--- src/design/wbsh_pkg.sv ---
// ----------------------------------------------------------------------------
// wbsh_pkg
// Shared constants, types and helpers for the windowed byte similarity hash.
// ----------------------------------------------------------------------------
package wbsh_pkg;

  // window of previous bytes and position counter
  localparam int HISTORY_SPAN   = 32;
  localparam int COUNT_BITS     = 32;
  localparam int HIST_DEPTH     = HISTORY_SPAN - 1;
  localparam int WIN_MAX        = HIST_DEPTH * 255;
  localparam int WIN_BITS       = $clog2(WIN_MAX + 1);
  localparam int BYTE_BITS      = 8;

  // per-byte weight is position + 1 + window, product is byte times weight
  localparam int WEIGHT_BITS    = COUNT_BITS + 2;
  localparam int PROD_BITS      = WEIGHT_BITS + BYTE_BITS;
  localparam int ACC_BITS       = 64;
  localparam int ACC_HALF       = ACC_BITS / 2;
  localparam int HALF_BITS      = COUNT_BITS - 1;
  localparam int OUT_COUNT_BITS = 32;

  // queue between front and back
  localparam int Q_DEPTH        = 4;
  localparam int Q_PTR_BITS     = $clog2(Q_DEPTH);
  localparam int Q_CNT_BITS     = $clog2(Q_DEPTH + 1);

  // stream widths
  localparam int S_DATA_BITS    = 8;
  localparam int M_DATA_BITS    = ACC_BITS + OUT_COUNT_BITS;

  // what a queued item asks of the back end
  typedef enum logic [1:0] {
    KIND_BYTE     = 2'd0,
    KIND_END      = 2'd1,
    KIND_BYTE_END = 2'd2
  } kind_t;

  typedef struct packed {
    kind_t                 kind;
    logic [BYTE_BITS-1:0]  data_byte;
  } item_t;

  // finished message handed to the final multiply
  typedef struct packed {
    logic                  valid;
    logic [ACC_BITS-1:0]   acc;
    logic [COUNT_BITS-1:0] count;
    logic                  ovf;
  } fin_t;

  function automatic logic kind_has_byte(kind_t k);
    return (k == KIND_BYTE) || (k == KIND_BYTE_END);
  endfunction

  function automatic logic kind_is_last(kind_t k);
    return (k == KIND_END) || (k == KIND_BYTE_END);
  endfunction

  // byte count on the output saturates at its field width
  function automatic logic [OUT_COUNT_BITS-1:0] sat_count(logic [COUNT_BITS-1:0] c);
    logic [COUNT_BITS-1:0] upper;
    upper = c >> OUT_COUNT_BITS;
    if (upper != '0) begin
      return '1;
    end
    return OUT_COUNT_BITS'(c);
  endfunction

endpackage

--- src/design/wbsh_final.sv ---
// ----------------------------------------------------------------------------
// wbsh_final
// Multiplies the finished accumulator by half the length in two 32-bit
// halves, sums the partial products and holds the result for the sink.
// ----------------------------------------------------------------------------
module wbsh_final (
  input  logic                              clk,
  input  logic                              rst,
  input  wbsh_pkg::fin_t                    fin,
  output logic                              advance,
  output logic                              m_tvalid,
  input  logic                              m_tready,
  output logic [wbsh_pkg::M_DATA_BITS-1:0]  m_tdata,
  output logic                              m_tuser
);
  import wbsh_pkg::*;

  logic                      mul_valid;
  logic [ACC_BITS-1:0]       lo_prod;
  logic [ACC_HALF-1:0]       hi_prod;
  logic [OUT_COUNT_BITS-1:0] mul_count;
  logic                      mul_ovf;
  logic [HALF_BITS-1:0]      half_len;
  logic [ACC_BITS-1:0]       hash_value;
  logic [OUT_COUNT_BITS-1:0] byte_count;
  logic                      length_overflow;

  // the back end moves whenever the output register is free or being taken
  assign advance  = !m_tvalid | m_tready;
  assign half_len = fin.count[COUNT_BITS-1:1];

  always_ff @(posedge clk) begin
    if (rst) begin
      mul_valid <= 1'b0;
      m_tvalid  <= 1'b0;
    end else if (advance) begin
      mul_valid <= fin.valid;
      m_tvalid  <= mul_valid;
    end
  end

  // partial products, upper half only needed mod 2^32
  always_ff @(posedge clk) begin
    if (advance && fin.valid) begin
      lo_prod   <= ACC_BITS'(fin.acc[ACC_HALF-1:0]) * ACC_BITS'(half_len);
      hi_prod   <= ACC_HALF'(fin.acc[ACC_BITS-1:ACC_HALF] * ACC_HALF'(half_len));
      mul_count <= sat_count(fin.count);
      mul_ovf   <= fin.ovf;
    end
  end

  // combine partial products into the output register
  always_ff @(posedge clk) begin
    if (advance && mul_valid) begin
      hash_value      <= lo_prod + {hi_prod, {ACC_HALF{1'b0}}};
      byte_count      <= mul_count;
      length_overflow <= mul_ovf;
    end
  end

  assign m_tdata = {byte_count, hash_value};
  assign m_tuser = length_overflow;

  a_short_zero: assert property (@(posedge clk) disable iff (rst)
    (m_tvalid && byte_count < OUT_COUNT_BITS'(2) && !length_overflow)
      |-> (hash_value == '0))
    else $error("short message gave a nonzero hash");

endmodule

--- config.mk ---
export PLATFORM = sky130hd
export DESIGN_NAME = wbsh_final
export DESIGN_NICKNAME = d
export VERILOG_FILES = /design/src/design/wbsh_pkg.sv /design/src/design/wbsh_final.sv
export SDC_FILE = /design/constraint.sdc
export NUM_CORES = 2
export LEC_CHECK = 0
export ABC_AREA = 1
export BUFFER_PORTS_ARGS = -buffer_cell sky130_fd_sc_hd__buf_4
export CORE_ASPECT_RATIO = 0.5
export CORE_UTILIZATION = 58
export DETAILED_ROUTE_END_ITERATION = 8
export PLACE_DENSITY = 0.74
export SLEW_MARGIN = 20
export SYNTH_ARGS = -nofsm -noshare
export SYNTH_HDL_FRONTEND = slang
export SYNTH_SLANG_ARGS = --single-unit
--- constraint.sdc ---
create_clock -name clk -period 9.2 [get_ports clk]
set_input_delay 0.92 -clock clk [delete_from_list [all_inputs] [get_ports clk]]
set_output_delay 0.92 -clock clk [all_outputs]
set_load 0.005 [all_outputs]
==> results.md <==
* Initial Util at 0.592
* Post-Syn Instances at 7081
* Layout cell share with drive strength beyond 1 at 0.0474
* Post-synthesis compound-gate area fraction at 0.0313
* Reg2Reg Setup Slack at 6.71 ns
* Top cell type by total area after synthesis: fa_1
* WP data required at 9.59 ns
* First-pass GRT wire length at 278000 um
* Synth top area cells: fa_1, inv_1, nand2_1
* YS warnings at 0
* Chip height at 227 um
* Die width at 451 um
* Area Growth Syn to Fin at 5.29%
* Vias in the first global route at roughly 47000
* Initial antenna violation count at 8
* CTS Sinks at 227
* Drt first pass iters at 7
* Simple-Gate Fraction of Synth Area at 0.153
* Worst Hold Class: reg2reg
* Non-Filler Instances at 8378
* CTS clk-pin slew, worst paths at 0.06 ns
* Max Cap Viol at 0
* Achievable frequency at 127 MHz
* Fill count at 8591
* WHS at 0.418 ns
* Num ports at 200
* Mux contribution to synthesized area at 0
* Vias/cell at about 5.4
* Slew Limit Fails at 0
* Area of the multi-input gates at 42500 um2
* WL met2 at 73600 um
* Synth top area share at 0.436
* Count of cell types in the netlist at 52
* Synthesized area at 58600 um2
* Final Critical Period at 7.89 ns
* Crit-path max FO at 60
* Core ar. at 98900 um2
* Metal1 wirelength at 71200 um
* Drt drc at 0
* Global placer's final weighted congestion at around 1.0
* CTS root buffer: clkbuf_16
* DR iter-0 viols at roughly 4800
* Crit path launch type: input pin
* Post-CTS setup buffers at 0
* Skew-Pair Late Insertion Delay at approximately 0.65 ns
* Met3 wire len at 27400 um
* Seq cells post-synth at 227
* Outcome: finished, final reports clean
* Port Buffers at 199
* Most frequent cells in the layout: inv_1, nand2_1, fa_1
* Final TNS setup at 0 ns
* # nets final at between 8000 and 9000
* Final Hold Viols at 0
* Final setup fails at 0
* Setup Skew at 0.0717 ns
* Post-synthesis xor/xnor area fraction at 0.0179
* # hold bufs at CTS at 0
* Syn_nets at 8865
* Antenna viol nets, final at 0
* GRT Util Overall at 0.363
* Via Count at between 40000 and 50000
* Area of the die at ~100000 um2
* Adder-Cell Fraction of Synth Area at 0.523
* Top_reg_cell synth: edfxtp_1
* Final period utilization at 0.858
* Critical path class: in2reg
* Synth async-reset ratio at 0
* CP Capture Type: register
* Cell count after placement at 8324
* Number of synthesized flops with an enable pin at 225
* Overflow after GRT at 0
* Unrepaired setup endpoints after global routing: false
* Clock Tree Buf Depth at 3
* Slew HR at 0.218
* Main combinational cell family by area after synthesis: adder cells
* Sequential share of the synthesized area at 0.116
* Row count at 81
* Synth Area per Inst at 8.27 um2
* Clock buffer count from CTS at 25
* CTS tree: done
* Least-Margin Pin Slew at 1.17 ns
* Pin count of the biggest net entering global routing at 73
* Post-CTS Resized at 0
* Max layer used: met5
* Reg area at 6800 um2
* Number of H-tree levels at 1
* Final wirelength at 179000 um
* Worst endpoint data arrival time at 8.29 ns
* Routed WL per cell at 21.3 um
* Commonest non-fill, non-tap cell in the layout: inv_1
* Post-DP HPWL at 138000 um
-- state kept, by name, summed over array words and instances (netlist names) --
name	flops
byte_count	32
hash_value	64
hi_prod	32
lo_prod	63
m_tuser	1
m_tvalid	1
mul_count	32
mul_ovf	1
mul_valid	1
-- routing by layer --
| layer | GRT usage | up-vias |
|---|---|---|
| met1 | 0.503 | 22418 |
| met5 | 0 | - |
| met4 | 0.113 | 2 |
| met3 | 0.133 | 422 |
| met2 | 0.531 | 2844 |
| li1 | - | 19924 |
-- synth_stat cells (8+ instances only) --
cell type,instances
inv_1,2149
nand2_1,1935
fa_1,1276
ha_1,407
edfxtp_1,225
clkbuf_1,205
nor2_1,169
a21oi_1,125
nand3_1,87
buf_1,85
xor2_1,79
o21ai_0,56
xnor2_1,41
a21o_1,31
buf_2,28
a31oi_1,21
nand4_1,19
nor3_1,13
o21bai_1,12
nand3_2,10
o21ai_1,10
a21boi_0,8
a21oi_2,8
-- metrics by stage --
step / utilization / instance area (um2) / setup WS [ns]
floorplan: - / 58600 / 1.84
global placement: 0.615 / 60800 / 0.903
detailed placement: 0.615 / 60800 / 0.934
CTS: 0.623 / 61700 / 1.58
global route: 0.624 / 61700 / 1.13
finish: 0.624 / 61700 / 1.31
-- layout make-up --
class | count | share of cell area
repair buffers | 234 | 0.0291
inverters | 2153 | 0.131
diodes | 8 | 0.000325
flip-flops and latches | 227 | 0.110
well taps | 1328 | 0.0269
clock inverters | 20 | 0.00353
multi-input cells | 4382 | 0.689
clock buffers | 26 | 0.0102
-- worst max-delay path, stage by stage --
cell	delay [ns]
buf_4	0.70
nand2_1	0.20
fa_1	0.55
inv_1	0.05
fa_1	0.47
fa_1	0.51
inv_1	0.05
fa_1	0.47
inv_1	0.05
fa_1	0.50
inv_1	0.06
fa_1	0.56
fa_1	0.44
fa_1	0.52
inv_1	0.05
ha_1	0.34
a21oi_1	0.27
o21ai_0	0.19
a21oi_1	0.33
nand3_1	0.21
nand3_1	0.12
nand2_1	0.13
nand2_1	0.09
nand2_1	0.08
xor2_1	0.38
-- final timing paths --
kind               startpoint             end  cells past startpoint
setup / recovery       fin[7]     hi_prod[26]                     25
hold / removal     lo_prod[0]   hash_value[0]                      0
setup reg to reg  lo_prod[46]  hash_value[61]                      9
hold reg to reg    lo_prod[0]   hash_value[0]                      0
-- kinds of logic (layout without fill, tap and decap cells) --
kind of cell,after synthesis,after routing
compound gates,305,305
xor+xnor,120,120
fa+ha+maj,1683,1683
buf+inv,2472,2433
flops,227,227
other cells,0,8
simple gates,2274,2274
Power is left out: the tool's default activity adds up to more than one toggle a clock period on the data nets, which glitch-free logic cannot reach.
