===== config.mk =====
export PLATFORM = sky130hd
export DESIGN_NAME = wbsh_update
export DESIGN_NICKNAME = d
export VERILOG_FILES = /design/src/design/wbsh_pkg.sv /design/src/design/wbsh_update.sv
export SDC_FILE = /design/constraint.sdc
export NUM_CORES = 1
export LEC_CHECK = 0
export BUFFER_PORTS_ARGS = -buffer_cell sky130_fd_sc_hd__buf_4
export CORE_MARGIN = 4
export CORE_UTILIZATION = 50
export CTS_CLUSTER_SIZE = 24
export DETAILED_ROUTE_END_ITERATION = 8
export PLACE_DENSITY = 0.75
export REMOVE_ABC_BUFFERS = 1
export SYNTH_ARGS = -nofsm -noshare
export SYNTH_HDL_FRONTEND = slang
export SYNTH_SLANG_ARGS = --single-unit

===== constraint.sdc =====
create_clock -name clk -period 10.62 [get_ports clk]
set_clock_uncertainty 0.15 [all_clocks]
set_input_delay 1.593 -clock clk [delete_from_list [all_inputs] [get_ports clk]]
set_output_delay 1.593 -clock clk [all_outputs]
set_load 0.05 [all_outputs]

===== src/design/wbsh_pkg.sv =====
// ----------------------------------------------------------------------------
// wbsh_pkg
// Shared constants, types and helpers for the windowed byte similarity hash.
// ----------------------------------------------------------------------------
package wbsh_pkg;

  // window of previous bytes and position counter
  localparam int HISTORY_SPAN   = 32;
  localparam int COUNT_BITS     = 32;
  localparam int HIST_DEPTH     = HISTORY_SPAN - 1;
  localparam int WIN_MAX        = HIST_DEPTH * 255;
  localparam int WIN_BITS       = $clog2(WIN_MAX + 1);
  localparam int BYTE_BITS      = 8;

  // per-byte weight is position + 1 + window, product is byte times weight
  localparam int WEIGHT_BITS    = COUNT_BITS + 2;
  localparam int PROD_BITS      = WEIGHT_BITS + BYTE_BITS;
  localparam int ACC_BITS       = 64;
  localparam int ACC_HALF       = ACC_BITS / 2;
  localparam int HALF_BITS      = COUNT_BITS - 1;
  localparam int OUT_COUNT_BITS = 32;

  // queue between front and back
  localparam int Q_DEPTH        = 4;
  localparam int Q_PTR_BITS     = $clog2(Q_DEPTH);
  localparam int Q_CNT_BITS     = $clog2(Q_DEPTH + 1);

  // stream widths
  localparam int S_DATA_BITS    = 8;
  localparam int M_DATA_BITS    = ACC_BITS + OUT_COUNT_BITS;

  // what a queued item asks of the back end
  typedef enum logic [1:0] {
    KIND_BYTE     = 2'd0,
    KIND_END      = 2'd1,
    KIND_BYTE_END = 2'd2
  } kind_t;

  typedef struct packed {
    kind_t                 kind;
    logic [BYTE_BITS-1:0]  data_byte;
  } item_t;

  // finished message handed to the final multiply
  typedef struct packed {
    logic                  valid;
    logic [ACC_BITS-1:0]   acc;
    logic [COUNT_BITS-1:0] count;
    logic                  ovf;
  } fin_t;

  function automatic logic kind_has_byte(kind_t k);
    return (k == KIND_BYTE) || (k == KIND_BYTE_END);
  endfunction

  function automatic logic kind_is_last(kind_t k);
    return (k == KIND_END) || (k == KIND_BYTE_END);
  endfunction

  // byte count on the output saturates at its field width
  function automatic logic [OUT_COUNT_BITS-1:0] sat_count(logic [COUNT_BITS-1:0] c);
    logic [COUNT_BITS-1:0] upper;
    upper = c >> OUT_COUNT_BITS;
    if (upper != '0) begin
      return '1;
    end
    return OUT_COUNT_BITS'(c);
  endfunction

endpackage


===== src/design/wbsh_update.sv =====
// ----------------------------------------------------------------------------
// wbsh_update
// Per-byte hash update: window, history and position in the first stage,
// accumulator in the second; closes a message on its end item.
// ----------------------------------------------------------------------------
module wbsh_update (
  input  logic            clk,
  input  logic            rst,
  input  logic            advance,
  input  logic            pop,
  input  wbsh_pkg::item_t head,
  output wbsh_pkg::fin_t  fin
);
  import wbsh_pkg::*;

  // message state
  logic [BYTE_BITS-1:0]   history [HIST_DEPTH];
  logic [WIN_BITS-1:0]    window_total;
  logic [COUNT_BITS-1:0]  position;
  logic                   overflow_seen;
  logic [ACC_BITS-1:0]    accumulator;

  // first stage result
  logic                   s1_valid;
  logic                   s1_has;
  logic                   s1_last;
  logic [PROD_BITS-1:0]   s1_prod;
  logic [COUNT_BITS-1:0]  s1_count;
  logic                   s1_ovf;

  logic                   has;
  logic                   last;
  logic [WEIGHT_BITS-1:0] weight;
  logic [PROD_BITS-1:0]   prod;
  logic [WIN_BITS-1:0]    window_next;
  logic [COUNT_BITS-1:0]  position_next;
  logic                   overflow_next;
  logic                   pos_full;
  logic [ACC_BITS-1:0]    acc_sum;

  // weight and product from the state before this byte
  always_comb begin
    has           = kind_has_byte(head.kind);
    last          = kind_is_last(head.kind);
    pos_full      = (position == '1);
    weight        = WEIGHT_BITS'(position) + WEIGHT_BITS'(1) + WEIGHT_BITS'(window_total);
    prod          = PROD_BITS'(head.data_byte) * PROD_BITS'(weight);
    window_next   = window_total;
    position_next = position;
    overflow_next = overflow_seen;
    if (has) begin
      window_next   = window_total - WIN_BITS'(history[HIST_DEPTH-1])
                      + WIN_BITS'(head.data_byte);
      position_next = pos_full ? position : position + COUNT_BITS'(1);
      overflow_next = overflow_seen | pos_full;
    end
  end

  // history shift line, cleared at the end of each message
  always_ff @(posedge clk) begin
    if (rst) begin
      for (int k = 0; k < HIST_DEPTH; k++) begin
        history[k] <= '0;
      end
    end else if (pop) begin
      if (last) begin
        for (int k = 0; k < HIST_DEPTH; k++) begin
          history[k] <= '0;
        end
      end else if (has) begin
        history[0] <= head.data_byte;
        for (int k = 1; k < HIST_DEPTH; k++) begin
          history[k] <= history[k-1];
        end
      end
    end
  end

  // window, position and overflow
  always_ff @(posedge clk) begin
    if (rst) begin
      window_total  <= '0;
      position      <= '0;
      overflow_seen <= 1'b0;
    end else if (pop) begin
      if (last) begin
        window_total  <= '0;
        position      <= '0;
        overflow_seen <= 1'b0;
      end else begin
        window_total  <= window_next;
        position      <= position_next;
        overflow_seen <= overflow_next;
      end
    end
  end

  // first stage register
  always_ff @(posedge clk) begin
    if (rst) begin
      s1_valid <= 1'b0;
    end else if (advance) begin
      s1_valid <= pop;
    end
  end

  always_ff @(posedge clk) begin
    if (pop) begin
      s1_has   <= has;
      s1_last  <= last;
      s1_prod  <= prod;
      s1_count <= position_next;
      s1_ovf   <= overflow_next;
    end
  end

  // accumulator stage
  assign acc_sum = accumulator + (s1_has ? ACC_BITS'(s1_prod) : '0);

  always_ff @(posedge clk) begin
    if (rst) begin
      accumulator <= '0;
      fin.valid   <= 1'b0;
    end else if (advance) begin
      fin.valid <= s1_valid & s1_last;
      if (s1_valid) begin
        accumulator <= s1_last ? '0 : acc_sum;
      end
      if (s1_valid && s1_last) begin
        fin.acc   <= acc_sum;
        fin.count <= s1_count;
        fin.ovf   <= s1_ovf;
      end
    end
  end

  a_window_bound: assert property (@(posedge clk) disable iff (rst)
    window_total <= WIN_BITS'(WIN_MAX))
    else $error("window sum out of range");

  a_end_clears: assert property (@(posedge clk) disable iff (rst)
    (pop && last) |=> (position == '0 && window_total == '0 && !overflow_seen))
    else $error("message state not cleared after end item");

endmodule


==> summary.md <==
| Metric | Value |
|---|---|
| Status | completed |
| Post-layout util | 56.18% |
| Post-synth ARST share | 0% |
| Row cnt | 92 |
| Clk slew on worst S/H paths | approximately 0.060 ns |
| Startpoint types | register |
| RSZ-0062 raised after global routing | false |
| Slowest stage cell, crit path | a21oi_1 |
| Commonest cells after routing, fill and taps aside | edfxtp_1 (414), and2_1 (377), nor2_1 (265) |
| # setup viols final | 0 |
| Setup_tns | 0 ns |
| Final Non-Filler Cells | roughly 3,900 |
| Most common cell after layout, fill and taps aside | edfxtp_1 |
| Largest net degree at the start of global routing | approximately 140 |
| CP Capture Type | register |
| CTS tree | done |
| DP Area | approximately 34,000 sq um |
| Syn Std Cell Area | ~32,000 sq um |
| RePlAce Congestion | a little over 0.9 |
| Total die area | roughly 68,000 sq um |
| Vias | about 22,000 |
| EDFF count, synth | roughly 410 |
| Period minus WS final | ~8.6 ns |
| Placed cells | 3,808 |
| Power Dens Cells | around 150 nW/um^2 |
| Total congestion overflow | 0 |
| Core Region | approximately 63,000 sq um |
| Worst Path Arrival | 8.85 ns |
| Flops & latches, synth | roughly 530 |
| Leakage Power | approximately 15 nW |
| Worst hold slack | between 0.2 and 0.3 ns |
| FF-to-FF Start | position[0] |
| CP peak stage delay | about 0.66 ns |
| Worst-Margin Slew | ~1.3 ns |
| Tot GR Track Use | a little over a fifth |
| Relative slew slack | between 10% and 20% |
| Worst R2R Path Depth | 30 |
| Peak VDD IR | 0.1240 mV |
| Worst skew pair latency | 0.64 ns |
| Seq/Total Area, Yosys | a little under half |
| Nets | 3,368 |
| I/O pins | roughly 110 |
| Number of H-tree levels | 2 |
| Worst R2R Setup Slack | roughly 2 ns |
| Yosys cell types | 82 |
| Hold_buf cts | 0 |
| Final Slew Violations | 0 |
| Worst Setup SP | position[0] |
| Gate Count Post-Synth | just under 3,000 |
| WS Path Type | register to register |
| Worst-path maximum fanout | 11 |
| Antenna violations before repair | 0 |
| Initial DRT Pass Iterations | 6 |
| Die H | 261.4 um |
| Post-CTS Setup Bufs | 0 |
| Vias in the first global route | 22,065 |
| Share of layout cells above drive strength 1 | slightly below 8% |
| Num Clock Sinks | approximately 530 |
| Via/cell ratio | between 5 and 6 |
| First-pass GRT wire length | about 120,000 um |
| Drt total wl | just over 70,000 um |
| Post-DRT Antenna Nets | 0 |
| Fin area | 35,570 sq um |
| Max Cap Violations | 0 |
| F_max | approximately 0.12 GHz |
| Syn. warnings | 0 |
| Root buf cell | clkbuf_16 |
| Hold path depth | 0 |
| CP required | 10.85 ns |
| CTS-repair resized insts | 0 |
| Final Cycle Share | between 80% and 90% |
| Number of diodes | 0 |
| DR iter-0 viols | between 1,500 and 2,000 |
| Fill count | between 5,000 and 6,000 |
| Port Buffer Count | 111 |
| Clock Tree Buf Depth | 3 |
| Hold EP | fin[19] |
| DRC violations left | 0 |
| Avg Inst Size Synth | between 10 and 15 sq um |
| Worst hold path startpoint | s1_count[18] |
| Worst r2r dst | s1_prod[38] |
| Area grow syn2layout | 10.80% |
| Total CTS buffers | 56 |
| Die Wd | around 260 um |
| Initial Util | between 50% and 60% |
| Average wire per standard cell | around 19 um |
| Dpl hpwl | slightly above 50,000 um |
| Post-synth top flop | edfxtp_1 |
| Min-delay worst type | register to register |
| Hold Fails Final Rpt | 0 |
==> state kept, by name, summed over array words and instances, names as in the netlist <==
signal and cells:
s1_valid 1, accumulator 64, s1_count 32, s1_has 1
fin 98, s1_ovf 1, window_total 13, history 248
overflow_seen 1, s1_last 1, position 32, s1_prod 42
==> through the flow <==
stage	total power, W	setup slack, ns
global placement	0.003186	2.267
global route	0.005454	1.288
floorplan	0.002997	0.7757
detailed placement	0.003217	2.014
CTS	0.005267	2.051
finish	0.005217	1.997
==> cell type report <==
class	instances	area, sq um	share of cell area (%)
multi-input cells	2035	15770	44.34
flip-flops and latches	534	14830	41.71
clock buffers	74	1519	4.270
well taps	846	1059	2.976
inverters	267	1002	2.818
repair buffers	126	945.9	2.659
clock inverters	32	437.9	1.231
==> how the worst max path moves through the flow <==
stage                        endpoint  depth (start not counted)  slack (ns)
after floorplan                fin[0]                          2        0.78
after global placement    s1_prod[38]                         30        2.27
after detailed placement  s1_prod[38]                         30        2.01
after CTS                 s1_prod[38]                         30        2.05
after global routing      s1_prod[38]                         30        1.29
final                     s1_prod[38]                         30        2.00
==> synthesized netlist by cell type (5+ instances only) <==
cell | instances | area share [%]
a31oi_1 | 20 | 0.39
nor2_1 | 265 | 3.1
nand2b_1 | 27 | 0.53
o21bai_1 | 20 | 0.47
nor2b_1 | 21 | 0.41
clkinv_1 | 6 | 0.070
buf_2 | 19 | 0.30
nor4_1 | 8 | 0.16
a22o_1 | 20 | 0.55
and3_1 | 23 | 0.45
nand4_1 | 31 | 0.60
a21oi_1 | 129 | 2.0
or3_1 | 19 | 0.37
or4_1 | 5 | 0.12
ha_1 | 138 | 5.4
xnor2_1 | 96 | 2.6
and2_1 | 377 | 7.3
a21o_1 | 50 | 1.2
fa_1 | 196 | 12
o21ai_0 | 82 | 1.3
a211oi_1 | 8 | 0.19
nand3_1 | 54 | 0.84
nor3_1 | 38 | 0.59
o21ai_1 | 13 | 0.20
o21a_1 | 12 | 0.28
o31ai_1 | 7 | 0.16
xor2_1 | 66 | 1.8
inv_1 | 260 | 3.0
and4_1 | 9 | 0.25
nand2_1 | 167 | 2.0
edfxtp_1 | 414 | 39
clkbuf_1 | 102 | 1.2
a22oi_1 | 52 | 1.2
o211ai_1 | 5 | 0.12
dfxtp_1 | 120 | 7.5
==> worst max-delay path, delay by kind of cell (launching register included) <==
kind            cells  cell delay (ns)
xor+xnor            2             0.79
fa+ha+maj           7             3.04
buf+inv             4             0.27
compound gates     13             3.28
simple gates        4             0.51
flops               1             0.36
==> power breakdown <==
| group | internal, W | leakage, nW | switching, W |
|---|---|---|---|
| clock | 0.00121 | 0.939 | 0.000826 |
| sequential | 0.00238 | 5.17 | 0.0000367 |
| combinational | 0.000279 | 8.97 | 0.000484 |
==> cell families after synthesis <==
family,synth area share [%]
simple gates,17.34
flops,46.21
fa+ha+maj,17.60
mux,0.1247
xor+xnor,4.420
buf+inv,4.739
compound gates,9.565
==> per-layer routing <==
| layer | vias up | part of all wire [%] | global-route usage (%) |
|---|---|---|---|
| met5 | - | 0 | 0 |
| met4 | 0 | 3.7 | 7.549 |
| met3 | 166 | 6.3 | 3.152 |
| met2 | 799 | 47 | 35.66 |
| met1 | 10527 | 43 | 28.62 |
| li1 | 10213 | - | - |
Note: power is estimated with default switching activity, not from simulation.
