**src/design/wbsh_pkg.sv**
```systemverilog
// ----------------------------------------------------------------------------
// wbsh_pkg
// Shared constants, types and helpers for the windowed byte similarity hash.
// ----------------------------------------------------------------------------
package wbsh_pkg;

  // window of previous bytes and position counter
  localparam int HISTORY_SPAN   = 32;
  localparam int COUNT_BITS     = 32;
  localparam int HIST_DEPTH     = HISTORY_SPAN - 1;
  localparam int WIN_MAX        = HIST_DEPTH * 255;
  localparam int WIN_BITS       = $clog2(WIN_MAX + 1);
  localparam int BYTE_BITS      = 8;

  // per-byte weight is position + 1 + window, product is byte times weight
  localparam int WEIGHT_BITS    = COUNT_BITS + 2;
  localparam int PROD_BITS      = WEIGHT_BITS + BYTE_BITS;
  localparam int ACC_BITS       = 64;
  localparam int ACC_HALF       = ACC_BITS / 2;
  localparam int HALF_BITS      = COUNT_BITS - 1;
  localparam int OUT_COUNT_BITS = 32;

  // queue between front and back
  localparam int Q_DEPTH        = 4;
  localparam int Q_PTR_BITS     = $clog2(Q_DEPTH);
  localparam int Q_CNT_BITS     = $clog2(Q_DEPTH + 1);

  // stream widths
  localparam int S_DATA_BITS    = 8;
  localparam int M_DATA_BITS    = ACC_BITS + OUT_COUNT_BITS;

  // what a queued item asks of the back end
  typedef enum logic [1:0] {
    KIND_BYTE     = 2'd0,
    KIND_END      = 2'd1,
    KIND_BYTE_END = 2'd2
  } kind_t;

  typedef struct packed {
    kind_t                 kind;
    logic [BYTE_BITS-1:0]  data_byte;
  } item_t;

  // finished message handed to the final multiply
  typedef struct packed {
    logic                  valid;
    logic [ACC_BITS-1:0]   acc;
    logic [COUNT_BITS-1:0] count;
    logic                  ovf;
  } fin_t;

  function automatic logic kind_has_byte(kind_t k);
    return (k == KIND_BYTE) || (k == KIND_BYTE_END);
  endfunction

  function automatic logic kind_is_last(kind_t k);
    return (k == KIND_END) || (k == KIND_BYTE_END);
  endfunction

  // byte count on the output saturates at its field width
  function automatic logic [OUT_COUNT_BITS-1:0] sat_count(logic [COUNT_BITS-1:0] c);
    logic [COUNT_BITS-1:0] upper;
    upper = c >> OUT_COUNT_BITS;
    if (upper != '0) begin
      return '1;
    end
    return OUT_COUNT_BITS'(c);
  endfunction

endpackage

```
**src/design/wbsh_front.sv**
```systemverilog
// ----------------------------------------------------------------------------
// wbsh_front
// Accepts stream items, drops items that carry neither byte nor end, and
// queues the rest for the back end.
// ----------------------------------------------------------------------------
module wbsh_front (
  input  logic                          clk,
  input  logic                          rst,
  input  logic                          s_tvalid,
  output logic                          s_tready,
  input  logic [wbsh_pkg::S_DATA_BITS-1:0] s_tdata,
  input  logic                          s_tuser,
  input  logic                          s_tlast,
  input  logic                          advance,
  output logic                          pop,
  output wbsh_pkg::item_t               head
);
  import wbsh_pkg::*;

  item_t                 slots [Q_DEPTH];
  logic [Q_PTR_BITS-1:0] wr_ptr;
  logic [Q_PTR_BITS-1:0] rd_ptr;
  logic [Q_CNT_BITS-1:0] count;
  logic                  keep;
  logic                  push;
  item_t                 incoming;

  // classify the incoming item
  always_comb begin
    keep               = s_tuser | s_tlast;
    incoming.data_byte = s_tdata[BYTE_BITS-1:0];
    if (s_tuser && s_tlast) begin
      incoming.kind = KIND_BYTE_END;
    end else if (s_tuser) begin
      incoming.kind = KIND_BYTE;
    end else begin
      incoming.kind = KIND_END;
    end
  end

  assign s_tready = (count != Q_CNT_BITS'(Q_DEPTH));
  assign push     = s_tvalid & s_tready & keep;
  assign pop      = advance & (count != '0);
  assign head     = slots[rd_ptr];

  // queue storage
  always_ff @(posedge clk) begin
    if (push) begin
      slots[wr_ptr] <= incoming;
    end
  end

  // queue pointers and fill level
  always_ff @(posedge clk) begin
    if (rst) begin
      wr_ptr <= '0;
      rd_ptr <= '0;
      count  <= '0;
    end else begin
      if (push) begin
        wr_ptr <= wr_ptr + Q_PTR_BITS'(1);
      end
      if (pop) begin
        rd_ptr <= rd_ptr + Q_PTR_BITS'(1);
      end
      count <= count + Q_CNT_BITS'(push) - Q_CNT_BITS'(pop);
    end
  end

  a_count_bound: assert property (@(posedge clk) disable iff (rst)
    count <= Q_CNT_BITS'(Q_DEPTH))
    else $error("queue fill level past depth");

  a_fill_tracks: assert property (@(posedge clk) disable iff (rst)
    (push && !pop) |=> (count == $past(count) + Q_CNT_BITS'(1)))
    else $error("queue fill level lost an item");

endmodule

```
**config.mk**
```make
export PLATFORM = sky130hd
export DESIGN_NAME = wbsh_front
export DESIGN_NICKNAME = d
export VERILOG_FILES = /design/src/design/wbsh_pkg.sv /design/src/design/wbsh_front.sv
export SDC_FILE = /design/constraint.sdc
export NUM_CORES = 1
export LEC_CHECK = 0
export CAP_MARGIN = 40
export CORE_UTILIZATION = 58
export CTS_BUF_LIST = sky130_fd_sc_hd__clkbuf_8
export CTS_CLUSTER_SIZE = 8
export DETAILED_ROUTE_END_ITERATION = 10
export DONT_BUFFER_PORTS = 1
export HOLD_SLACK_MARGIN = 0.02
export PLACE_DENSITY_LB_ADDON = 0.05
export SLEW_MARGIN = 20
export SYNTH_ARGS = -nofsm -noshare
export SYNTH_HDL_FRONTEND = slang
export SYNTH_SLANG_ARGS = --single-unit
```
**constraint.sdc**
```tcl
create_clock -name clk -period 1.9 [get_ports clk]
set_input_delay 0.095 -clock clk [delete_from_list [all_inputs] [get_ports clk]]
set_output_delay 0.095 -clock clk [all_outputs]
set_load 0.005 [all_outputs]
```
==> results of run 1 <==
flip-flops by register name (all words and copies together) (netlist names), named ones only:
name    cells
rd_ptr      2
wr_ptr      2
count       3
slots      40
routing by layer:
metal / vias to the layer above / share of wire, %
met5: - / 0
met4: 0 / 1.1
met3: 4 / 5.1
met2: 25 / 54
met1: 441 / 40
li1: 438 / -
path summary, 6_finish.rpt:
kind | endpoint | slack [ns] | cells past startpoint
worst max-delay path | count[2] | -0.06 | 9
worst min-delay path | wr_ptr[0] | 0.07 | 2
worst max register to register | count[2] | -0.06 | 9
worst min register to register | wr_ptr[0] | 0.65 | 2
area by class of cell:
class                           count  area, sq um
Clock buffer                        5         68.8
Clock inverter                      3         17.5
Fill cell                         195          792
Inverter                            6         22.5
Multi-Input combinational cell     45          567
Sequential cell                    49         1390
Tap cell                           44         55.1
Timing Repair Buffer               24          218
metrics by stage:
stage	TNS, ns	total power, W	util, %
6_report	-0.0620	0.00280	74.7
5_1_grt	-0.126	0.00296	74.7
4_1_cts	-0.0699	0.00280	74.0
3_5_place_dp	-0.0490	0.00217	66.5
3_3_place_gp	0	0.00214	66.5
2_1_floorplan	0	0.00200	-
logic make-up (layout without fill, tap and decap cells):
logic type | Yosys count | count (layout) | synth area share (%)
flip-flops | 49 | 49 | 71.0
multiplexers | 12 | 12 | 12.9
AND/OR/NAND/NOR | 19 | 19 | 5.27
AO/OA/AOI/OAI | 4 | 4 | 2.06
adder cells (fa/ha/maj) | 7 | 7 | 4.89
XOR/XNOR | 3 | 3 | 1.74
buffers and inverters | 9 | 38 | 2.19
what timing repair did:
action / 4_1_cts / 5_1_grt
endpoints found under the setup margin: 1 / 1
buffers inserted: 1 / 0
hold buffers: 14 / 1
endpoints found under the hold margin: 44 / 3
gates resized for setup: 0 / 3
Yosys cell counts (2+ instances only):
library cell | number | area (sq um)
ha_1 | 6 | 75.1
nor2_1 | 7 | 26.3
dfxtp_1 | 9 | 180
edfxtp_1 | 40 | 1200
nand2b_1 | 2 | 12.5
mux4_2 | 10 | 225
inv_1 | 6 | 22.5
and2_1 | 6 | 37.5
xor2_1 | 2 | 17.5
critical path: stages (launching register included):
cell and delay, ns:
dfxtp_2 0.35, o31a_4 0.36, ha_4 0.21, inv_2 0.06, ha_4 0.12, inv_2 0.03
fa_2 0.34, xor2_2 0.16, and2_4 0.15, nor3_2 0.11
power breakdown:
| part | leakage, nW | switching, W | total (W) | internal [W] |
|---|---|---|---|---|
| Clock | 0.0455 | 0.000305 | 0.000560 | 0.000254 |
| Sequential | 0.440 | 0.000100 | 0.00141 | 0.00131 |
| Combinational | 0.322 | 0.000368 | 0.000830 | 0.000462 |
==> out/metrics.yaml, run 1 <==
dp_hpwl_microns: 1820
dieArea_sq_um: 3590
slew_headroom_pct: 67.5
cp.required_ns: 2.11
path_max_fanout: 3
layout.nets: 152
finalHoldViolCount: 0
failed_checks: "negative setup slack"
drv_cap: 0
clockBufferDepth: 2
stdcell_area_sq_um: 2340
period_share_pct: 103
min_path_type: "input port to register"
min_period_ns: 1.96
clock.fmax_ghz: 0.510
rows: 20
layout_common_cells: "edfxtp_1 (40), dlygate4sd3_1 (15), mux4_2 (10)"
holdWs_ns: 0.0684
area_delta_synth_final_pct: 20.1
cts.sinks: 49
via_per_inst: 5.16
ys_types: 24
skew_ns: 0.00338
start_util_pct: 62.2
ir_drop_mv: 1.00
synth-edff-count: 40
setup_viol: 1
overflow: 0
pwr_density_cell_nw_per_um2: 1200
drive_gt1_share_pct: 32.6
dp.cells: 152
synth-warning-count: 0
synth_seq_cells: 49
avgRoutedWirePerCell_microns: 16.0
dpl_cell_area_sq_um: 2080
routed_wirelength_microns: 2820
die_h_microns: 59.9
synthesis.area_sq_um: 1950
core_area_sq_um: 3130
grt_usage_pct: 18.1
preCtsSetupSlack_ns: -0.0490
slew_viol_final: 0
ys.flop_type: "edfxtp_1"
drt_iter0_markers: 25
layout_commonest_cell: "edfxtp_1"
grt_start_max_net_pins: 16
startpoint: "count[0]"
setup_ws_ns: -0.0620
timing.rr.start: "count[0]"
cts_made_buffers: 5
clkTransAtPathRegs_ns: 0.08
endpoint_kind: "register"
busiest_layer: "met2"
cts_tree: "yes"
gp_congestion: 0.724
syn_nets: 124
grt_pass1_wl_microns: 4440
antenna_found_initial: 0
ys_async_sr_fraction_pct: 0
drt.antenna.violating_nets: 0
n_antenna_cell: 0
met3_usage_pct: 5.63
crit_type: "register to register"
ys_seq_area_share_pct: 71.0
dr.pass1.iters: 2
port_buffers: 0
cp.arrival_ns: 2.17
worst_pin_slew_ns: 0.487
worstHoldStart: "rst"
vias: 908
htreeDepth: 2
clk_latency_ns: 0.28
use_met2_pct: 31.9
die_x_microns: 59.9
drc_errors: 0
syn-instance-count: 103
boundaryPins: 26
status: "finished with violations"
grt_pass1_vias: 976
rsz0062_at_grt: "yes"
leakage_nw: 0.808
post_synth.cell_area_avg_sq_um: 18.9
worstSetupStartpointType: "register"
stdcell_count: 176
met1_usage_pct: 19.8
cts_root_buf: "clkbuf_8"
No activity file was read; power rests on OpenSTA's default activity.
==> inputs of run 2 (changes only) <==
- CORE_UTILIZATION: 58 -> 40
==> run 2 against run 1 <==
  * Cell count is 5.1% higher
  * Die area is 43% higher
  * Worst setup slack better by 0.037 ns
  * Combinational power is 3.4% lower
  * Largest power group unchanged
  * The run ends with negative hold slack, negative setup slack left
  * Hold slack worse by 0.22 ns
  * Global-route usage is 4.4 points lower
  * Via count is 0.22% higher
  * Largest cell class unchanged
  * Highest routed layer unchanged
  * Clock skew is 0.0021 ns higher
==> out/metrics.yaml, run 2 (synthesized netlist as in run 1, its figures left out) <==
boundaryPins: 26
overflow: 0
top_regs: "slots: 40 flops, count: 3 flops"
clock.fmax_ghz: 0.519
core_area_sq_um: 4690
largest-register: "slots"
drv_cap: 0
drive_gt1_share_pct: 29.8
worstSetupStartpointType: "register"
final.fill_count: 409
cpMaxStageDelayCell: "dfxtp_4"
n_antenna_cell: 0
finalHoldViolCount: 3
dp.cells: 163
slew_headroom_pct: 64.7
hold_depth: 1
gp_congestion: 0.648
timing.rr.start: "count[1]"
period_share_pct: 101
avgRoutedWirePerCell_microns: 16.5
rows: 25
stdcell_area_sq_um: 2350
via_per_inst: 4.92
largest_reg_flops: 40
failed_checks: "negative hold slack, negative setup slack"
clk_latency_ns: 0.30
status: "finished with violations"
htreeDepth: 2
ir_drop_mv: 0.635
clkTransAtPathRegs_ns: 0.08
slew_viol_final: 0
min_period_ns: 1.92
holdWs_ns: -0.149
postCtsSetupBuffers: 0
grt_start_max_net_pins: 15
drt.antenna.violating_nets: 0
stdcell_count: 185
grt_pass1_wl_microns: 4960
path_cells: "o31a_4 -> ha_4 -> inv_2 -> ha_4 -> inv_2 -> fa_2 -> xor2_1 -> and2_1 -> nor3_2"
start_util_pct: 41.5
finalPower_w: 0.00293
routed_wirelength_microns: 3050
drt_iter0_markers: 42
cts_made_buffers: 5
rsz0062_at_grt: "yes"
vias: 910
cp.arrival_ns: 2.12
area_delta_synth_final_pct: 20.9
cts.sinks: 49
skew_ns: 0.00552
die_x_microns: 71.7
die_h_microns: 71.7
antenna_found_initial: 0
cts_hold_buf: 14
dieArea_sq_um: 5150
tns_ns: -0.0250
rrSetupSlack_ns: -0.02
port_buffers: 0
worst_pin_slew_ns: 0.529
path_max_fanout: 6
worstHoldStart: "rst"
layout_commonest_cell: "edfxtp_1"
hold_end: "count[1]"
cp_slowest_stage_delay_ns: 0.38
drc_errors: 0
setup_viol: 1
dr.pass1.iters: 4
cts_root_buf: "clkbuf_8"
r2r_cells: 9
min_path_type: "input port to register"
dpl_cell_area_sq_um: 2100
crit_type: "register to register"
cp.required_ns: 2.09
clockBufferDepth: 2
rr_endpoint: "count[2]"
layout_common_cells: "edfxtp_1 (40), dlygate4sd3_1 (14), mux4_2 (10)"
setup_ws_ns: -0.0250
dp_hpwl_microns: 1900
post-route-util_pct: 50.1
endpoint_kind: "register"
grt_pass1_vias: 1004
cts_tree: "yes"
pwr_density_cell_nw_per_um2: 1250
layout.nets: 151
grt_usage_pct: 13.7
leakage_nw: 0.815
## run 2: cell types whose count changed in the layout (fill, tap and decap cells not counted), sizes merged
cell / previous run / this run
bufinv: 0 / 1
clkinv: 3 / 1
dlygate4sd3: 15 / 14
inv: 6 / 7
## run 2: power breakdown
part / total (W) / leakage, nW / internal (W) / switching [W]
registers: 0.00142 / 0.440 / 0.00131 / 0.000111
logic: 0.000802 / 0.317 / 0.000448 / 0.000354
clock network: 0.000709 / 0.0570 / 0.000383 / 0.000326
total: 0.00293 / 0.815 / 0.00214 / 0.000791
## run 2: final cells by class
| type | instances | area (sq um) | area share, % |
|---|---|---|---|
| tap | 54 | 67.6 | 2.87 |
| clock buffer | 5 | 68.8 | 2.93 |
| multi-input combinational | 45 | 562 | 23.9 |
| timing repair buffer | 23 | 208 | 8.83 |
| inverter | 6 | 22.5 | 0.957 |
| clock inverter | 3 | 37.5 | 1.60 |
| sequential | 49 | 1390 | 58.9 |
## run 2: worst max-delay path, delay by kind of cell (launching register included)
family	cells	cell delay [ns]
fa+ha+maj	3	0.64
simple gates	2	0.20
xor+xnor	1	0.16
buf+inv	2	0.09
flops	1	0.38
compound gates	1	0.35
## run 2: metrics by stage
step                hold WS (ns)  worst slack, ns
detailed placement         0.162          -0.0203
finish                    -0.149          -0.0250
floorplan                  0.194         0.000526
global placement           0.157           0.0220
CTS                       -0.162          -0.0366
global route              -0.162          -0.0939
## run 2: worst max path at each step
stage / start / end / slack, ns / cells after the start
2_1_floorplan: count[0] / count[2] / 0.0005 / 9
3_3_place_gp: count[1] / count[2] / 0.02 / 9
3_5_place_dp: count[1] / count[2] / -0.02 / 9
4_1_cts: count[1] / count[2] / -0.04 / 9
5_1_grt: count[1] / count[2] / -0.09 / 9
6_report: count[1] / count[2] / -0.02 / 9
## run 2: layer usage
| metal | track usage [%] | vias up | share of wire, % | routed length, microns |
|---|---|---|---|---|
| met1 | 16.8 | 434 | 46 | 1400 |
| met4 | 7.19 | 0 | 1.8 | 54 |
| met5 | 0 | - | 0 | 0 |
| li1 | - | 440 | - | - |
| met2 | 22.0 | 29 | 47 | 1440 |
| met3 | 3.80 | 7 | 5.3 | 161 |
## run 2: timing repair
item	CTS	global route
hold endpoints to repair	44	3
setup endpoints to repair	1	1
resized for setup	0	1
==> inputs of run 3 (changes only) <==
- PLACE_DENSITY: not set -> 0.6
- PLACE_DENSITY_LB_ADDON: 0.05 -> not set
- RECOVER_POWER: not set -> 25
- SLEW_MARGIN: 20 -> not set
==> run 3 against run 2 <==
  * The run still ends with negative hold slack, negative setup slack left
  * Largest cell class unchanged
  * Register-to-register slack about the same
  * Critical endpoint unchanged
  * Cell count increased by 0.54%
  * Largest power group unchanged
  * Sequential power about the same
==> out/metrics.yaml, run 3 (synthesized netlist as in run 1, its figures left out) <==
status: "finished with violations"
failed_checks: "negative hold slack, negative setup slack"
rows: 25
final.fill_count: 399
leakage_nw: 0.802
cts.sinks: 49
drt.antenna.violating_nets: 0
stdcell_count: 186
drt_iter0_markers: 19
clock.fmax_ghz: 0.518
finalHoldViolCount: 3
dr.pass1.iters: 4
die_h_microns: 71.7
area_delta_synth_final_pct: 20.5
worstSetupStartpointType: "register"
grt_start_max_net_pins: 16
holdWs_ns: -0.157
core_area_sq_um: 4690
ir_drop_mv: 0.598
clkTransAtPathRegs_ns: 0.08
n_antenna_cell: 0
grt_pass1_vias: 1035
via_per_inst: 5.07
slew_headroom_pct: 66.8
cp.arrival_ns: 2.16
top_regs: "slots: 40 flops, count: 3 flops"
worst_pin_slew_ns: 0.497
pwr_density_cell_nw_per_um2: 1200
tns_ns: -0.0313
port_buffers: 0
setup_ws_ns: -0.0313
antenna_found_initial: 0
avgRoutedWirePerCell_microns: 16.7
cts_root_buf: "clkbuf_8"
cts_hold_buf: 14
clockBufferDepth: 2
clk_latency_ns: 0.30
start_util_pct: 41.5
grt_usage_pct: 13.8
die_x_microns: 71.7
drv_cap: 0
endpoint_kind: "register"
layout_common_cells: "edfxtp_1 (40), dlygate4sd3_1 (14), mux4_2 (10), buf_4 (10), nor2_1 (7)"
period_share_pct: 102
boundaryPins: 26
slew_viol_final: 0
min_path_type: "input port to register"
layout_commonest_cell: "edfxtp_1"
rsz0062_at_grt: "yes"
min_period_ns: 1.93
cts_made_buffers: 5
drc_errors: 0
routed_wirelength_microns: 3110
crit_type: "register to register"
path_max_fanout: 6
drive_gt1_share_pct: 32.6
skew_ns: 0.00841
htreeDepth: 2
largest_reg_flops: 40
vias: 943
grt_pass1_wl_microns: 5010
overflow: 0
cts_tree: "yes"
largest-register: "slots"
layout.nets: 152
dp_hpwl_microns: 2040
dieArea_sq_um: 5150
gp_congestion: 0.750
dp.cells: 163
setup_viol: 1
cp.required_ns: 2.13
-- run 3: worst paths after layout --
path	from	end	slack (ns)	depth (start not counted)
setup / recovery	count[1]	count[2]	-0.03	9
hold / removal	rst	count[1]	-0.16	1
setup reg to reg	count[1]	count[2]	-0.03	9
hold reg to reg	count[1]	count[2]	0.58	2
-- run 3: critical path, cell delays in order, from the launching register on --
cell and delay [ns]:
dfxtp_4 0.37, o31a_4 0.35, ha_4 0.21, inv_2 0.06
ha_4 0.11, inv_2 0.03, fa_2 0.34, xor2_2 0.15
and2_1 0.15, nor3_2 0.09
-- run 3: cell type report --
class                           count  area (sq um)  area share, %
Inverter                            6          22.5          0.961
Clock inverter                      3          17.5          0.747
Timing Repair Buffer               24           215           9.18
Clock buffer                        5          68.8           2.94
Tap cell                           54          67.6           2.88
Sequential cell                    49          1390           59.2
Multi-Input combinational cell     45           564           24.1
-- run 3: what timing repair did --
action	in CTS	in global routing
setup buffers	0	1
endpoints found under the hold margin	44	3
setup endpoints to repair	1	1
gates resized for setup	0	2
-- run 3: where the power goes --
| part | switching, W | leakage [nW] | total, W | internal [W] |
|---|---|---|---|---|
| Sequential | 0.000107 | 0.440 | 0.00142 | 0.00131 |
| Clock | 0.000331 | 0.0455 | 0.000585 | 0.000255 |
| Combinational | 0.000360 | 0.316 | 0.000814 | 0.000453 |
-- run 3: through the flow --
stage	total power (W)	cell area (sq um)	setup WS (ns)	hold slack [ns]	util (%)
2_1_floorplan	0.00200	1990	0.000526	0.194	-
3_3_place_gp	0.00214	2100	0.0338	0.157	44.8
3_5_place_dp	0.00218	2100	-0.0338	0.158	44.8
4_1_cts	0.00282	2330	-0.0474	-0.170	49.6
5_1_grt	0.00298	2340	-0.0973	-0.179	49.9
6_report	0.00282	2340	-0.0313	-0.157	49.9
-- run 3: per-layer routing --
layer | global-route usage, % | vias up | share of wire, %
li1 | - | 441 | -
met1 | 15.6 | 476 | 42
met2 | 22.5 | 20 | 51
met3 | 5.06 | 6 | 5.0
met4 | 7.84 | 0 | 2.1
met5 | 0 | - | 0
